==> config.mk <==
export PLATFORM = sky130hd
export DESIGN_NAME = vibration_rms_window_core
export DESIGN_NICKNAME = d
export VERILOG_FILES = /design/src/sv/vrw_pkg.sv /design/src/sv/vrw_isqrt.sv /design/src/sv/vrw_div.sv /design/src/sv/vibration_rms_window_core.sv
export SDC_FILE = /design/constraint.sdc
export NUM_CORES = 1
export LEC_CHECK = 0
export ABC_CLOCK_PERIOD_IN_PS = 10550
export BUFFER_PORTS_ARGS = -buffer_cell sky130_fd_sc_hd__buf_2
export CORE_UTILIZATION = 55
export CTS_CLUSTER_DIAMETER = 120
export CTS_CLUSTER_SIZE = 24
export DETAILED_ROUTE_END_ITERATION = 10
export MAX_ROUTING_LAYER = met4
export PLACE_DENSITY_LB_ADDON = 0.25
export SLEW_MARGIN = 40
export SYNTH_ARGS = -nofsm -noshare
export SYNTH_HDL_FRONTEND = slang
export SYNTH_HIERARCHICAL = 1
export SYNTH_SLANG_ARGS = --single-unit
==> constraint.sdc <==
create_clock -name clk -period 10.55 [get_ports clk]
set_clock_uncertainty 0.15 [all_clocks]
set_input_delay 0.5275 -clock clk [delete_from_list [all_inputs] [get_ports clk]]
set_output_delay 0.5275 -clock clk [all_outputs]
set_load 0.1 [all_outputs]
==> src/sv/vrw_pkg.sv <==
// ----------------------------------------------------------------------------
// vrw_pkg: shared types and constants for the vibration RMS window core
// Register indexes, field widths, reset values and the sequencer states.
// ----------------------------------------------------------------------------
package vrw_pkg;

	// Field and state widths fixed by the register map and result format
	localparam int SAMPLE_WIDTH_DEF = 16;
	localparam int WIN_W            = 8;
	localparam int GRAV_W           = 15;
	localparam int SUM_W            = 40;
	localparam int RMS_W            = 16;
	localparam int CFG_IDX_W        = 2;
	localparam int CFG_DATA_W       = 15;

	// Register reset values
	localparam logic [WIN_W-1:0]  WINDOW_LENGTH_RST  = 8'd50;
	localparam logic [GRAV_W-1:0] GRAVITY_OFFSET_RST = 15'd4096;

	// Saturation limits
	localparam logic [SUM_W-1:0] SUM_MAX = {SUM_W{1'b1}};
	localparam logic [RMS_W-1:0] RMS_MAX = {RMS_W{1'b1}};

	// Configuration register indexes
	localparam logic [CFG_IDX_W-1:0] CFG_WINDOW_LENGTH  = 2'd0;
	localparam logic [CFG_IDX_W-1:0] CFG_GRAVITY_OFFSET = 2'd1;

	// Sequencer states
	typedef enum logic [3:0] {
		S_IDLE,
		S_SQX,
		S_SQY,
		S_SQZ,
		S_MAG_START,
		S_MAG_WAIT,
		S_SQD,
		S_ACC,
		S_CHECK,
		S_DIV_START,
		S_DIV_WAIT,
		S_RT_START,
		S_RT_WAIT,
		S_OUT
	} vrw_state_t;

endpackage

==> src/sv/vrw_isqrt.sv <==
// ----------------------------------------------------------------------------
// vrw_isqrt: iterative floor integer square root
// Digit-by-digit method, one root bit per cycle.
// ----------------------------------------------------------------------------
module vrw_isqrt #(
	parameter int IN_W = 40
) (
	input  logic                clk,
	input  logic                arst_n,
	input  logic                start,
	input  logic [IN_W-1:0]     operand,
	output logic                done,
	output logic [IN_W/2-1:0]   root
);

	localparam int RT_W  = IN_W / 2;
	localparam int REM_W = RT_W + 2;
	localparam int CNT_W = $clog2(RT_W + 1);

	logic [IN_W-1:0]  opnd_q;
	logic [REM_W-1:0] rem_q;
	logic [RT_W-1:0]  root_q;
	logic [CNT_W-1:0] cnt_q;
	logic             busy_q;
	logic             done_q;

	logic [REM_W-1:0] rem_sh;
	logic [REM_W-1:0] trial;
	logic             fits;

	// one step: bring down two operand bits, try the next root bit
	assign rem_sh = {rem_q[RT_W-1:0], opnd_q[IN_W-1 -: 2]};
	assign trial  = {root_q, 2'b01};
	assign fits   = (rem_sh >= trial);

	// control
	always_ff @(posedge clk or negedge arst_n) begin
		if (!arst_n) begin
			busy_q <= 1'b0;
			done_q <= 1'b0;
			cnt_q  <= '0;
		end else begin
			done_q <= busy_q && (cnt_q == CNT_W'(1));
			if (start) begin
				busy_q <= 1'b1;
				cnt_q  <= CNT_W'(RT_W);
			end else if (busy_q) begin
				cnt_q <= cnt_q - 1'b1;
				if (cnt_q == CNT_W'(1)) begin
					busy_q <= 1'b0;
				end
			end
		end
	end

	// datapath
	always_ff @(posedge clk) begin
		if (start) begin
			opnd_q <= operand;
			rem_q  <= '0;
			root_q <= '0;
		end else if (busy_q) begin
			opnd_q <= {opnd_q[IN_W-3:0], 2'b00};
			rem_q  <= fits ? (rem_sh - trial) : rem_sh;
			root_q <= {root_q[RT_W-2:0], fits};
		end
	end

	assign done = done_q;
	assign root = root_q;

endmodule

==> src/sv/vrw_div.sv <==
// ----------------------------------------------------------------------------
// vrw_div: iterative restoring divider
// Unsigned N_W by D_W bit division, one quotient bit per cycle.
// ----------------------------------------------------------------------------
module vrw_div
	import vrw_pkg::*;
#(
	parameter int N_W = SUM_W,
	parameter int D_W = WIN_W
) (
	input  logic            clk,
	input  logic            arst_n,
	input  logic            start,
	input  logic [N_W-1:0]  dividend,
	input  logic [D_W-1:0]  divisor,
	output logic            done,
	output logic [N_W-1:0]  quotient
);

	localparam int CNT_W = $clog2(N_W + 1);

	logic [N_W-1:0]   quot_q;
	logic [D_W-1:0]   rem_q;
	logic [D_W-1:0]   dvs_q;
	logic [CNT_W-1:0] cnt_q;
	logic             busy_q;
	logic             done_q;

	logic [D_W:0]     rem_sh;
	logic [D_W:0]     rem_sub;
	logic             ge;

	// shift in the next dividend bit and try a subtract
	assign rem_sh  = {rem_q, quot_q[N_W-1]};
	assign rem_sub = rem_sh - {1'b0, dvs_q};
	assign ge      = (rem_sh >= {1'b0, dvs_q});

	// control
	always_ff @(posedge clk or negedge arst_n) begin
		if (!arst_n) begin
			busy_q <= 1'b0;
			done_q <= 1'b0;
			cnt_q  <= '0;
		end else begin
			done_q <= busy_q && (cnt_q == CNT_W'(1));
			if (start) begin
				busy_q <= 1'b1;
				cnt_q  <= CNT_W'(N_W);
			end else if (busy_q) begin
				cnt_q <= cnt_q - 1'b1;
				if (cnt_q == CNT_W'(1)) begin
					busy_q <= 1'b0;
				end
			end
		end
	end

	// datapath: dividend bits leave at the top, quotient bits enter at the bottom
	always_ff @(posedge clk) begin
		if (start) begin
			quot_q <= dividend;
			rem_q  <= '0;
			dvs_q  <= divisor;
		end else if (busy_q) begin
			quot_q <= {quot_q[N_W-2:0], ge};
			rem_q  <= ge ? rem_sub[D_W-1:0] : rem_sh[D_W-1:0];
		end
	end

	assign done     = done_q;
	assign quotient = quot_q;

endmodule

==> src/sv/vibration_rms_window_core.sv <==
// ----------------------------------------------------------------------------
// vibration_rms_window_core: windowed RMS of acceleration magnitude
// Sequencer around one shared multiplier, one shared square root unit and a divider.
// ----------------------------------------------------------------------------
// Each accepted sample (x, y, z, signed, 12 fraction bits) is turned into its
// vector magnitude floor(sqrt(x^2+y^2+z^2)), offset by gravity_offset, and the
// squared difference is added to a 40-bit accumulator that saturates. After
// window_length samples (zero counts as one) one rms_value is delivered:
// floor(sqrt(sum / samples)), saturated to 16 bits. One squaring multiplier is
// reused for the three axes and the difference; one iterative square root
// unit (one root bit per cycle) serves both the magnitude and the final RMS;
// a restoring divider forms the mean. in_ready stays low from the acceptance
// of a sample until the sequencer is back in idle, so samples are taken one
// at a time; a sample that closes a window also waits there until its result
// can enter the output register, which is not free while an earlier result
// still waits. The result sits in an output register, so the next sample may
// be taken while it waits. Configuration must be written only while the core
// is idle.
// ----------------------------------------------------------------------------
module vibration_rms_window_core
	import vrw_pkg::*;
#(
	parameter int SAMPLE_WIDTH = SAMPLE_WIDTH_DEF
) (
	input  logic                           clk,
	input  logic                           arst_n,
	// configuration
	input  logic                           cfg_we,
	input  logic [CFG_IDX_W-1:0]           cfg_index,
	input  logic [CFG_DATA_W-1:0]          cfg_data,
	// sample input
	input  logic                           in_valid,
	output logic                           in_ready,
	input  logic signed [SAMPLE_WIDTH-1:0] accel_x,
	input  logic signed [SAMPLE_WIDTH-1:0] accel_y,
	input  logic signed [SAMPLE_WIDTH-1:0] accel_z,
	// result output
	output logic                           out_valid,
	input  logic                           out_ready,
	output logic [RMS_W-1:0]               rms_value
);

	localparam int MUL_W  = (SAMPLE_WIDTH > GRAV_W) ? SAMPLE_WIDTH : GRAV_W;
	localparam int PROD_W = 2 * MUL_W;
	localparam int MAG_W  = 2 * SAMPLE_WIDTH;
	localparam int SQ_W   = (MAG_W > SUM_W) ? MAG_W : SUM_W;
	localparam int RT_W   = SQ_W / 2;
	localparam int ACC_W  = ((PROD_W > SUM_W) ? PROD_W : SUM_W) + 1;

	vrw_state_t state_q, state_d;

	// configuration registers
	logic [WIN_W-1:0]  window_length_q;
	logic [GRAV_W-1:0] gravity_offset_q;

	// datapath registers
	logic [SAMPLE_WIDTH-1:0] ax_q, ay_q, az_q;
	logic [PROD_W-1:0]       prod_q;
	logic [MAG_W-1:0]        magsum_q;
	logic [MUL_W-1:0]        diff_q;
	logic [SUM_W-1:0]        sum_q;
	logic [WIN_W-1:0]        count_q;
	logic [RMS_W-1:0]        rms_q;
	logic                    out_valid_q;

	// combinational
	logic [SAMPLE_WIDTH-1:0] ax_abs, ay_abs, az_abs;
	logic [MUL_W-1:0]        mul_op;
	logic [PROD_W-1:0]       mul_res;
	logic [MUL_W-1:0]        mag;
	logic [MUL_W-1:0]        grav;
	logic [MUL_W-1:0]        diff_d;
	logic [ACC_W-1:0]        acc_sum;
	logic [SUM_W-1:0]        sum_sat;
	logic [WIN_W:0]          taken;
	logic [WIN_W:0]          win;
	logic                    window_done;
	logic                    out_free;
	logic [RMS_W-1:0]        rms_sat;

	logic                    in_accept;
	logic                    rt_start;
	logic [SQ_W-1:0]         rt_operand;
	logic                    rt_done;
	logic [RT_W-1:0]         rt_root;
	logic                    div_start;
	logic                    div_done;
	logic [SUM_W-1:0]        div_quot;

	// absolute value of each axis; the most negative code maps to 2^(SW-1)
	assign ax_abs = accel_x[SAMPLE_WIDTH-1] ? (~$unsigned(accel_x) + 1'b1) : $unsigned(accel_x);
	assign ay_abs = accel_y[SAMPLE_WIDTH-1] ? (~$unsigned(accel_y) + 1'b1) : $unsigned(accel_y);
	assign az_abs = accel_z[SAMPLE_WIDTH-1] ? (~$unsigned(accel_z) + 1'b1) : $unsigned(accel_z);

	// shared squaring multiplier
	assign mul_res = mul_op * mul_op;

	// magnitude minus gravity, as an absolute difference
	assign mag    = rt_root[MUL_W-1:0];
	assign grav   = MUL_W'(gravity_offset_q);
	assign diff_d = (mag >= grav) ? (mag - grav) : (grav - mag);

	// saturating accumulate
	assign acc_sum = ACC_W'(sum_q) + ACC_W'(prod_q);
	assign sum_sat = (acc_sum > ACC_W'(SUM_MAX)) ? SUM_MAX : acc_sum[SUM_W-1:0];

	// window bookkeeping; a zero length behaves as one
	assign taken       = (WIN_W+1)'(count_q) + 1'b1;
	assign win         = (window_length_q == '0) ? (WIN_W+1)'(1) : (WIN_W+1)'(window_length_q);
	assign window_done = (taken >= win);

	assign out_free  = !out_valid_q || out_ready;
	assign rms_sat   = (rt_root > RT_W'(RMS_MAX)) ? RMS_MAX : rt_root[RMS_W-1:0];
	assign in_accept = in_valid && in_ready;

	// shared square root unit and the divider
	vrw_isqrt #(
		.IN_W (SQ_W)
	) u_isqrt (
		.clk     (clk),
		.arst_n  (arst_n),
		.start   (rt_start),
		.operand (rt_operand),
		.done    (rt_done),
		.root    (rt_root)
	);

	vrw_div #(
		.N_W (SUM_W),
		.D_W (WIN_W)
	) u_div (
		.clk      (clk),
		.arst_n   (arst_n),
		.start    (div_start),
		.dividend (sum_q),
		.divisor  (taken[WIN_W-1:0]),
		.done     (div_done),
		.quotient (div_quot)
	);

	// next state
	always_comb begin
		state_d = state_q;
		case (state_q)
			S_IDLE:      if (in_accept) state_d = S_SQX;
			S_SQX:       state_d = S_SQY;
			S_SQY:       state_d = S_SQZ;
			S_SQZ:       state_d = S_MAG_START;
			S_MAG_START: state_d = S_MAG_WAIT;
			S_MAG_WAIT:  if (rt_done) state_d = S_SQD;
			S_SQD:       state_d = S_ACC;
			S_ACC:       state_d = S_CHECK;
			S_CHECK:     state_d = window_done ? S_DIV_START : S_IDLE;
			S_DIV_START: state_d = S_DIV_WAIT;
			S_DIV_WAIT:  if (div_done) state_d = S_RT_START;
			S_RT_START:  state_d = S_RT_WAIT;
			S_RT_WAIT:   if (rt_done) state_d = S_OUT;
			S_OUT:       if (out_free) state_d = S_IDLE;
			default:     state_d = S_IDLE;
		endcase
	end

	// sequencer outputs
	always_comb begin
		in_ready   = 1'b0;
		rt_start   = 1'b0;
		div_start  = 1'b0;
		mul_op     = diff_q;
		rt_operand = SQ_W'(div_quot);
		case (state_q)
			S_IDLE:      in_ready = 1'b1;
			S_SQX:       mul_op = MUL_W'(ax_q);
			S_SQY:       mul_op = MUL_W'(ay_q);
			S_SQZ:       mul_op = MUL_W'(az_q);
			S_MAG_START: begin
				rt_start   = 1'b1;
				rt_operand = SQ_W'(magsum_q + prod_q[MAG_W-1:0]);
			end
			S_DIV_START: div_start = 1'b1;
			S_RT_START:  rt_start = 1'b1;
			default:     mul_op = diff_q;
		endcase
	end

	// state register
	always_ff @(posedge clk or negedge arst_n) begin
		if (!arst_n) begin
			state_q <= S_IDLE;
		end else begin
			state_q <= state_d;
		end
	end

	// configuration registers
	always_ff @(posedge clk or negedge arst_n) begin
		if (!arst_n) begin
			window_length_q  <= WINDOW_LENGTH_RST;
			gravity_offset_q <= GRAVITY_OFFSET_RST;
		end else if (cfg_we) begin
			case (cfg_index)
				CFG_WINDOW_LENGTH:  window_length_q  <= cfg_data[WIN_W-1:0];
				CFG_GRAVITY_OFFSET: gravity_offset_q <= cfg_data[GRAV_W-1:0];
				default:            ;
			endcase
		end
	end

	// window state and output register
	always_ff @(posedge clk or negedge arst_n) begin
		if (!arst_n) begin
			sum_q       <= '0;
			count_q     <= '0;
			out_valid_q <= 1'b0;
		end else begin
			// a new result takes over the register as the old one leaves
			if (state_q == S_OUT && out_free) begin
				out_valid_q <= 1'b1;
			end else if (out_valid_q && out_ready) begin
				out_valid_q <= 1'b0;
			end
			case (state_q)
				S_ACC:   sum_q <= sum_sat;
				S_CHECK: if (!window_done) count_q <= taken[WIN_W-1:0];
				S_OUT:   begin
					if (out_free) begin
						sum_q   <= '0;
						count_q <= '0;
					end
				end
				default: ;
			endcase
		end
	end

	// payload registers
	always_ff @(posedge clk) begin
		case (state_q)
			S_IDLE: begin
				if (in_accept) begin
					ax_q <= ax_abs;
					ay_q <= ay_abs;
					az_q <= az_abs;
				end
			end
			S_SQX:      prod_q <= mul_res;
			S_SQY: begin
				magsum_q <= prod_q[MAG_W-1:0];
				prod_q   <= mul_res;
			end
			S_SQZ: begin
				magsum_q <= magsum_q + prod_q[MAG_W-1:0];
				prod_q   <= mul_res;
			end
			S_MAG_WAIT: if (rt_done) diff_q <= diff_d;
			S_SQD:      prod_q <= mul_res;
			S_OUT:      if (out_free) rms_q <= rms_sat;
			default:    ;
		endcase
	end

	assign out_valid = out_valid_q;
	assign rms_value = rms_q;

	// square root results only arrive while the sequencer waits for them
	a_rt_done_expected: assert property (@(posedge clk) disable iff (!arst_n)
		rt_done |-> (state_q == S_MAG_WAIT || state_q == S_RT_WAIT))
		else $error("square root finished outside a wait state");

	// divider results only arrive while the sequencer waits for them
	a_div_done_expected: assert property (@(posedge clk) disable iff (!arst_n)
		div_done |-> (state_q == S_DIV_WAIT))
		else $error("divider finished outside its wait state");

	// the sample count never reaches the largest code
	a_count_range: assert property (@(posedge clk) disable iff (!arst_n)
		count_q != {WIN_W{1'b1}})
		else $error("sample count out of range");

	// delivering a result clears the window
	a_window_clear: assert property (@(posedge clk) disable iff (!arst_n)
		(state_q == S_OUT && out_free) |=> (sum_q == '0 && count_q == '0 && out_valid_q))
		else $error("window not cleared after result");

endmodule

==> results of run 1 <==
## cells by family after synthesis
family,Yosys count,share of synthesized area [%]
and+or+nand+nor,757,11.9
AOI/OAI and AO/OA,638,13.9
buffers and inverters,448,6.16
adders and majority gates,403,21.7
DFF,370,35.0
xor gates and xnor gates,179,5.40
muxes,161,5.99
## timing repair
action / 4_1_cts / 5_1_grt
setup buffers: 0 / 0
hold buffers: 1 / 0
gates resized for setup: 0 / 0
endpoints found under the hold margin: 13 / 0
## how the worst max path moves through the flow
stage | to | depth (start not counted)
floorplan | prod_q[31]$_DFFE_PP_ | 31
global placement | prod_q[31]$_DFFE_PP_ | 29
detailed placement | prod_q[31]$_DFFE_PP_ | 29
CTS | prod_q[31]$_DFFE_PP_ | 29
global route | prod_q[31]$_DFFE_PP_ | 29
finish | prod_q[31]$_DFFE_PP_ | 29
## per-stage QoR
stage                     area (um^2)  worst slack (ns)  util, %  power, mW  cells
after detailed placement        30100              1.12     58.3       1.81   3652
after floorplan                 29100              1.63        -       1.74   2956
after global routing            30800             0.748     59.6       2.76   3690
after global placement          30100              1.36     58.2       1.80   3651
final                           30800              1.22     59.6       2.67   3690
after CTS                       30800              1.13     59.5       2.69   3689
## sequential cells by signal (all words and copies together), names as in the netlist, 16 cells and up
name and count:
diff_q 16, prod_q 31, ay_q 16, u_isqrt/rem_q 20, rms_value 16, az_q 16
u_div/quotient 40, magsum_q 32, u_isqrt/opnd_q 40, u_isqrt/root 20, sum_q 40, ax_q 16
## cells in the mapped netlist, drive strengths merged, types with 20 or more instances
master	count	area share, %
a21o	51	1.3
a21oi	187	3.2
a31oi	48	1.0
buf	22	0.62
clkbuf	76	1.0
dfrtp	87	7.5
dfxtp	48	3.3
edfxtp	231	24
fa	167	12
ha	236	10
inv	343	4.4
mux2	103	4.0
mux2i	58	2.0
nand2	284	3.7
nand2b	52	1.1
nand3	49	0.84
nand4	20	0.43
nor2	212	2.7
nor2b	20	0.43
nor3	35	0.60
o21ai	183	3.2
xnor2	128	3.9
xor2	51	1.5
## worst max-delay path, delay by kind of cell (launching register included)
family	cells	cell delay, ns
AO/OA/AOI/OAI	11	2.72
buffers and inverters	6	0.83
XOR/XNOR	1	0.08
adder cells (fa/ha/maj)	7	3.46
AND/OR/NAND/NOR	4	1.30
flip-flops	1	0.53
## layer usage
metal | GRT usage, % | vias to the layer above | routed length, um
li1 | - | 10300 | -
met1 | 36.5 | 10500 | 31000
met2 | 43.8 | 640 | 32700
met3 | 3.25 | 96 | 3600
met4 | 5.80 | 0 | 1540
met5 | - | - | 0
## area by class of cell
type / instances / share of cell area [%]
Clock buffer: 34 / 1.90
Inverter: 350 / 4.26
Timing Repair Buffer: 116 / 2.20
Multi-Input combinational cell: 2138 / 55.7
Sequential cell: 370 / 33.0
Clock inverter: 2 / 0.150
Tap cell: 680 / 2.76
## power by group through the flow
stage	registers [mW]	logic [mW]	clock network, mW
after global placement	1.60	0.206	0
after floorplan	1.59	0.148	0
after global routing	1.57	0.239	0.952
after detailed placement	1.60	0.212	0
final	1.57	0.213	0.891
after CTS	1.57	0.214	0.908
==> impl_metrics.py, run 1 <==
metrics = {
    "status": {
        "status": "complete, no violations",
    },
    "detailed_routing": {
        "viasPerCell": 5.84,
        "drcViolationCount": 0,
        "via_count": 21600,
        "drt_pre_antenna_iters": 5,
        "ant_nets": 0,
        "initialDrtViolationCount": 1643,
        "drt_wl_total_um": 68900,
        "routedWlPerCell_um": 18.7,
    },
    "power_and_ir_drop": {
        "irDropWorstVdd_uv": 102,
        "power_frac_comb_pct": 8.0,
        "swShare_pct": 23.6,
        "clkPwrFrac_pct": 33.4,
        "power_switching_mw": 0.630,
        "sequentialPowerShare_pct": 58.7,
        "intPower_mw": 2.04,
        "p_per_area_nw_per_um2": 86.6,
        "cellLeakagePower_nw": 13.5,
    },
    "floorplanning": {
        "rows": 83,
        "core_area_um2": 51700,
        "die_x_um": 232,
        "io-pin-count": 88,
        "die_y_um": 232,
        "dieArea_um2": 53800,
        "initial_utilization_pct": 56.2,
    },
    "synthesis": {
        "syn_nets": 3429,
        "yosys_register_bits": 370,
        "ys.flop_type": "edfxtp_1",
        "synth_area_um2": 29100,
        "synth_area_per_cell_um2": 9.83,
        "syn_inst": 2956,
        "seq_area_frac_synth_pct": 35.0,
        "synth_edf_count": 231,
        "yosysWarnings": 6,
        "synth_cell_types": 97,
        "synthArstFlopShare_pct": 24.6,
    },
    "setup_path": {
        "crit_top_cell": "fa_1",
        "worst_setup_path_end_kind": "flip-flop",
        "r2r_end": "prod_q[31]$_DFFE_PP_",
        "rr_startpoint": "state_q[2]$_DFFE_PN0P_",
        "start_kind": "flip-flop",
        "worst-setup-path-type": "reg -> reg",
        "crit_fanout": 16,
        "arrival_ns": 9.48,
        "slowest_delay_ns": 0.65,
        "startpoint": "state_q[2]$_DFFE_PN0P_",
        "rrSetupSlack_ns": 1.22,
        "slowest_stage": "a2111oi_2",
        "critical_path_required_ns": 10.70,
        "r2r_cells": 29,
    },
    "layout": {
        "final_cell_mix": "inv_1 (342), nand2_1 (282), ha_1 (236), edfxtp_1 (231), nor2_1 (210)",
        "area_growth_pct": 6.04,
        "fin_nets": 3469,
        "mostFrequentLayoutCell": "inv_1",
        "fill_cells": 4404,
        "drive_above_1_share_pct": 9.97,
        "multi_input_area_um2": 17200,
        "seqCellArea_um2": 10200,
        "diodes": 0,
    },
    "min_path": {
        "worstHoldStart": "accel_z[0]",
        "min_path_type": "in -> reg",
        "min_path_cells": 1,
        "hold_end": "az_q[0]$_DFFE_PP_",
    },
    "timing": {
        "slew_viol_final": 0,
        "maxSlewHeadroom_pct": 44.0,
        "fin_tns_setup_ns": 0,
        "grt_setup_unrepaired": "no",
        "max_freq_ghz": 0.107,
        "min_period_over_period_pct": 88.4,
        "setup_viol": 0,
        "final-hold-violation-count": 0,
        "final.min_clock_period_ns": 9.33,
        "timing.hold.ws_ns": 0.0475,
        "tightestPinTransition_ns": 0.837,
    },
    "clock_tree": {
        "clkTransAtPathRegs_ns": 0.10,
        "clkSinkCount": 370,
        "cts_buffer_depth": 3,
        "cts_made_buffers": 20,
        "h-tree-depth": 1,
        "cts_tree": "yes",
        "clock_latency_ns": 0.56,
        "cts-root-buf": "clkbuf_16",
    },
    "global_routing": {
        "grt_max_degree": 79,
        "grt_first_pass_wirelength_um": 113000,
        "grt_use_total_pct": 27.0,
        "antenna_found_initial": 0,
        "grt_remaining_overflow": 0,
        "grt_pass1_vias": 21600,
    },
    "placement": {
        "place_hpwl_um": 52400,
        "io_buffers": 87,
        "place.gp.congestion": 0.965,
    },
    "run": {
        "max_cap_viol_count": 0,
    },
}
Power figures use the tool's default switching activity.
==> inputs of run 2 (changes only) <==
--- a/config.mk
+++ b/config.mk
@@ -8,4 +8,5 @@
 export ABC_CLOCK_PERIOD_IN_PS = 10550
 export BUFFER_PORTS_ARGS = -buffer_cell sky130_fd_sc_hd__buf_2
+export CORE_ASPECT_RATIO = 1.4
 export CORE_UTILIZATION = 55
 export CTS_CLUSTER_DIAMETER = 120
@@ -17,4 +18,3 @@
 export SYNTH_ARGS = -nofsm -noshare
 export SYNTH_HDL_FRONTEND = slang
-export SYNTH_HIERARCHICAL = 1
 export SYNTH_SLANG_ARGS = --single-unit
==> constraint.sdc (replaced) <==
create_clock -name clk -period 10.55 [get_ports clk]
set_clock_uncertainty 0.15 [all_clocks]
set_input_delay 3.165 -clock clk [delete_from_list [all_inputs] [get_ports clk]]
set_output_delay 3.165 -clock clk [all_outputs]
set_load 0.1 [all_outputs]
==> run 2 against run 1 <==
First-iteration DRC count decreased by 21%. Sequential share of layout area grew 0.26 points. Hold slack gained 0.29 ns. Register-to-register slack improved by 0.58 ns. Synthesized area down 0.70%. Final cell count is 1.3% higher. Count of clock-buffer cells in the layout is 2 lower. Global-route usage rose by 0.87 points. Final area down 0.78%. Critical path depth is 2 lower. Die area is 0.67% lower. Utilization fell by 0.81 points. Critical endpoint is now prod_q[30]$_DFFE_PP_. Largest cell class unchanged.
==> impl_metrics.py, run 2 <==
metrics = {
    "status": {
        "status": "complete, no violations",
    },
    "synthesis": {
        "synthDominantCellAreaShare_pct": 24.0,
        "seq_area_frac_synth_pct": 35.3,
        "synth_cell_types": 91,
        "synth_commonest_cells": "nand2_1 (415), inv_1 (336), nor2_1 (248)",
        "yosys_register_bits": 370,
        "yosysWarnings": 0,
        "synth_edf_count": 231,
        "ys.flop_type": "edfxtp_1",
        "synth_area_um2": 28900,
        "synth_area_per_cell_um2": 9.49,
        "synthArstFlopShare_pct": 24.6,
        "syn_nets": 3512,
        "syn_inst": 3039,
        "synth_top_area_cell": "edfxtp_1",
        "yosysMostFrequentCell": "nand2_1",
        "yosys-top-cells-area": "edfxtp_1 (24%), fa_1 (12%), ha_1 (10%), dfrtp_1 (7.5%), nand2_1 (5.4%)",
    },
    "detailed_routing": {
        "drcViolationCount": 0,
        "ant_nets": 0,
        "viasPerCell": 5.83,
        "drt_pre_antenna_iters": 5,
        "routedWlPerCell_um": 18.9,
        "drt_wl_total_um": 70600,
        "initialDrtViolationCount": 1306,
        "via_count": 21800,
    },
    "setup_path": {
        "slowest_delay_ns": 0.61,
        "critical_path_required_ns": 10.71,
        "slowest_stage": "o22ai_1",
        "worst-setup-path-type": "reg -> reg",
        "worst_setup_path_end_kind": "flip-flop",
        "crit_top_cell": "fa_1",
        "crit_fanout": 22,
        "arrival_ns": 8.90,
        "start_kind": "flip-flop",
    },
    "timing": {
        "grt_setup_unrepaired": "no",
        "slew_viol_final": 0,
        "fin_tns_setup_ns": 0,
        "min_period_over_period_pct": 82.8,
        "tightestPinTransition_ns": 0.815,
        "max_freq_ghz": 0.114,
        "final.min_clock_period_ns": 8.74,
        "setup_viol": 0,
        "maxSlewHeadroom_pct": 45.6,
        "timing.hold.ws_ns": 0.336,
        "final-hold-violation-count": 0,
    },
    "layout": {
        "layoutNonFillerInstCount": 3739,
        "diodes": 0,
        "mostFrequentLayoutCell": "nand2_1",
        "final_cell_mix": "nand2_1 (415), inv_1 (336), nor2_1 (244), ha_1 (236), edfxtp_1 (231)",
        "fin_nets": 3543,
        "area_growth_pct": 5.95,
        "postLayoutCellArea_um2": 30600,
        "drive_above_1_share_pct": 7.46,
    },
    "floorplanning": {
        "initial_utilization_pct": 55.5,
        "die_x_um": 196,
        "rows": 99,
        "dieArea_um2": 53400,
        "core_area_um2": 52000,
        "io-pin-count": 88,
        "die_y_um": 273,
    },
    "placement": {
        "place_area_um2": 30000,
        "place.gp.congestion": 0.960,
        "io_buffers": 87,
        "place_hpwl_um": 54800,
        "dpl.cell_count": 3704,
    },
    "clock_tree": {
        "cts_tree": "yes",
        "clkSinkCount": 370,
        "cts_hold_buf": 0,
        "cts-root-buf": "clkbuf_16",
        "cts_buffer_depth": 3,
        "post_cts_resized": 0,
        "clock_latency_ns": 0.56,
        "cts_made_buffers": 19,
        "clkTransAtPathRegs_ns": 0.10,
        "h-tree-depth": 1,
        "postCtsSetupBuffers": 0,
    },
    "global_routing": {
        "antenna_found_initial": 0,
        "grt_remaining_overflow": 0,
        "grt_max_degree": 66,
        "grt_pass1_vias": 22400,
        "grt_first_pass_wirelength_um": 115000,
        "grt_use_total_pct": 27.9,
    },
    "min_path": {
        "min_path_type": "reg -> reg",
    },
    "run": {
        "max_cap_viol_count": 0,
    },
}
## run 2: cell count changes after synthesis, sizes merged, moves of 33 or more
cell	before	now
mux2	103	38
nand2	284	415
o21ai	183	118
nor2	212	249
a21oi	187	220
## run 2: worst paths after layout
kind | startpoint | endpoint | slack (ns) | depth (start not counted)
min reg2reg | u_div.rem_q[7]$_SDFFE_PP0P_ | u_div.rem_q[7]$_SDFFE_PP0P_ | 0.34 | 2
min | u_div.rem_q[7]$_SDFFE_PP0P_ | u_div.rem_q[7]$_SDFFE_PP0P_ | 0.34 | 2
max in group asynchronous | arst_n | sum_q[0]$_DFFE_PN0P_ | 6.60 | 2
min in group asynchronous | arst_n | gravity_offset_q[13]$_DFFE_PN0P_ | 2.45 | 1
max | state_q[1]$_DFFE_PN0P_ | prod_q[30]$_DFFE_PP_ | 1.81 | 27
max reg2reg | state_q[1]$_DFFE_PN0P_ | prod_q[30]$_DFFE_PP_ | 1.81 | 27
## run 2: final cells by class
cell class	instances	area, um^2
fillers	4572	21500
multi-input cells	2216	17000
flip-flops and latches	370	10200
inverters	343	1290
well taps	656	821
repair buffers	120	723
clock buffers	32	524
clock inverters	2	25.0
## run 2: critical path, delay by kind of cell (launching register included)
family | cells | cell delay, ns
AOI/OAI and AO/OA | 8 | 1.77
xor gates and xnor gates | 1 | 0.08
adders and majority gates | 7 | 3.43
buffers and inverters | 5 | 1.03
DFF | 1 | 0.53
and+or+nand+nor | 6 | 1.45
## run 2: layer usage
metal,track usage [%],part of all wire (%),vias to the layer above
li1,-,-,10500
met1,31.9,40,10600
met2,50.4,52,531
met3,1.99,3.5,174
met4,11.6,4.7,0
met5,-,0,-
## run 2: logic make-up (layout without fill, tap and decap cells)
kind of cell               after synthesis  count (layout)  synth area share [%]
xor gates and xnor gates               178             178                  5.40
AOI/OAI and AO/OA                      667             667                  14.8
DFF                                    370             370                  35.3
muxes                                   95              95                  3.49
adders and majority gates              403             403                  21.8
buffers and inverters                  453             497                  6.05
and+or+nand+nor                        873             873                  13.1
## run 2: per-stage QoR
step           utilization [%]  setup slack, ns
2_1_floorplan                -             3.01
3_3_place_gp              57.5             1.83
3_5_place_dp              57.7             1.53
4_1_cts                   58.7             1.49
5_1_grt                   58.8             1.32
6_report                  58.8             1.81
Power of run 2 is not shown: default switching activity piles up to over one toggle a cycle in this logic, so the estimate is an artifact.
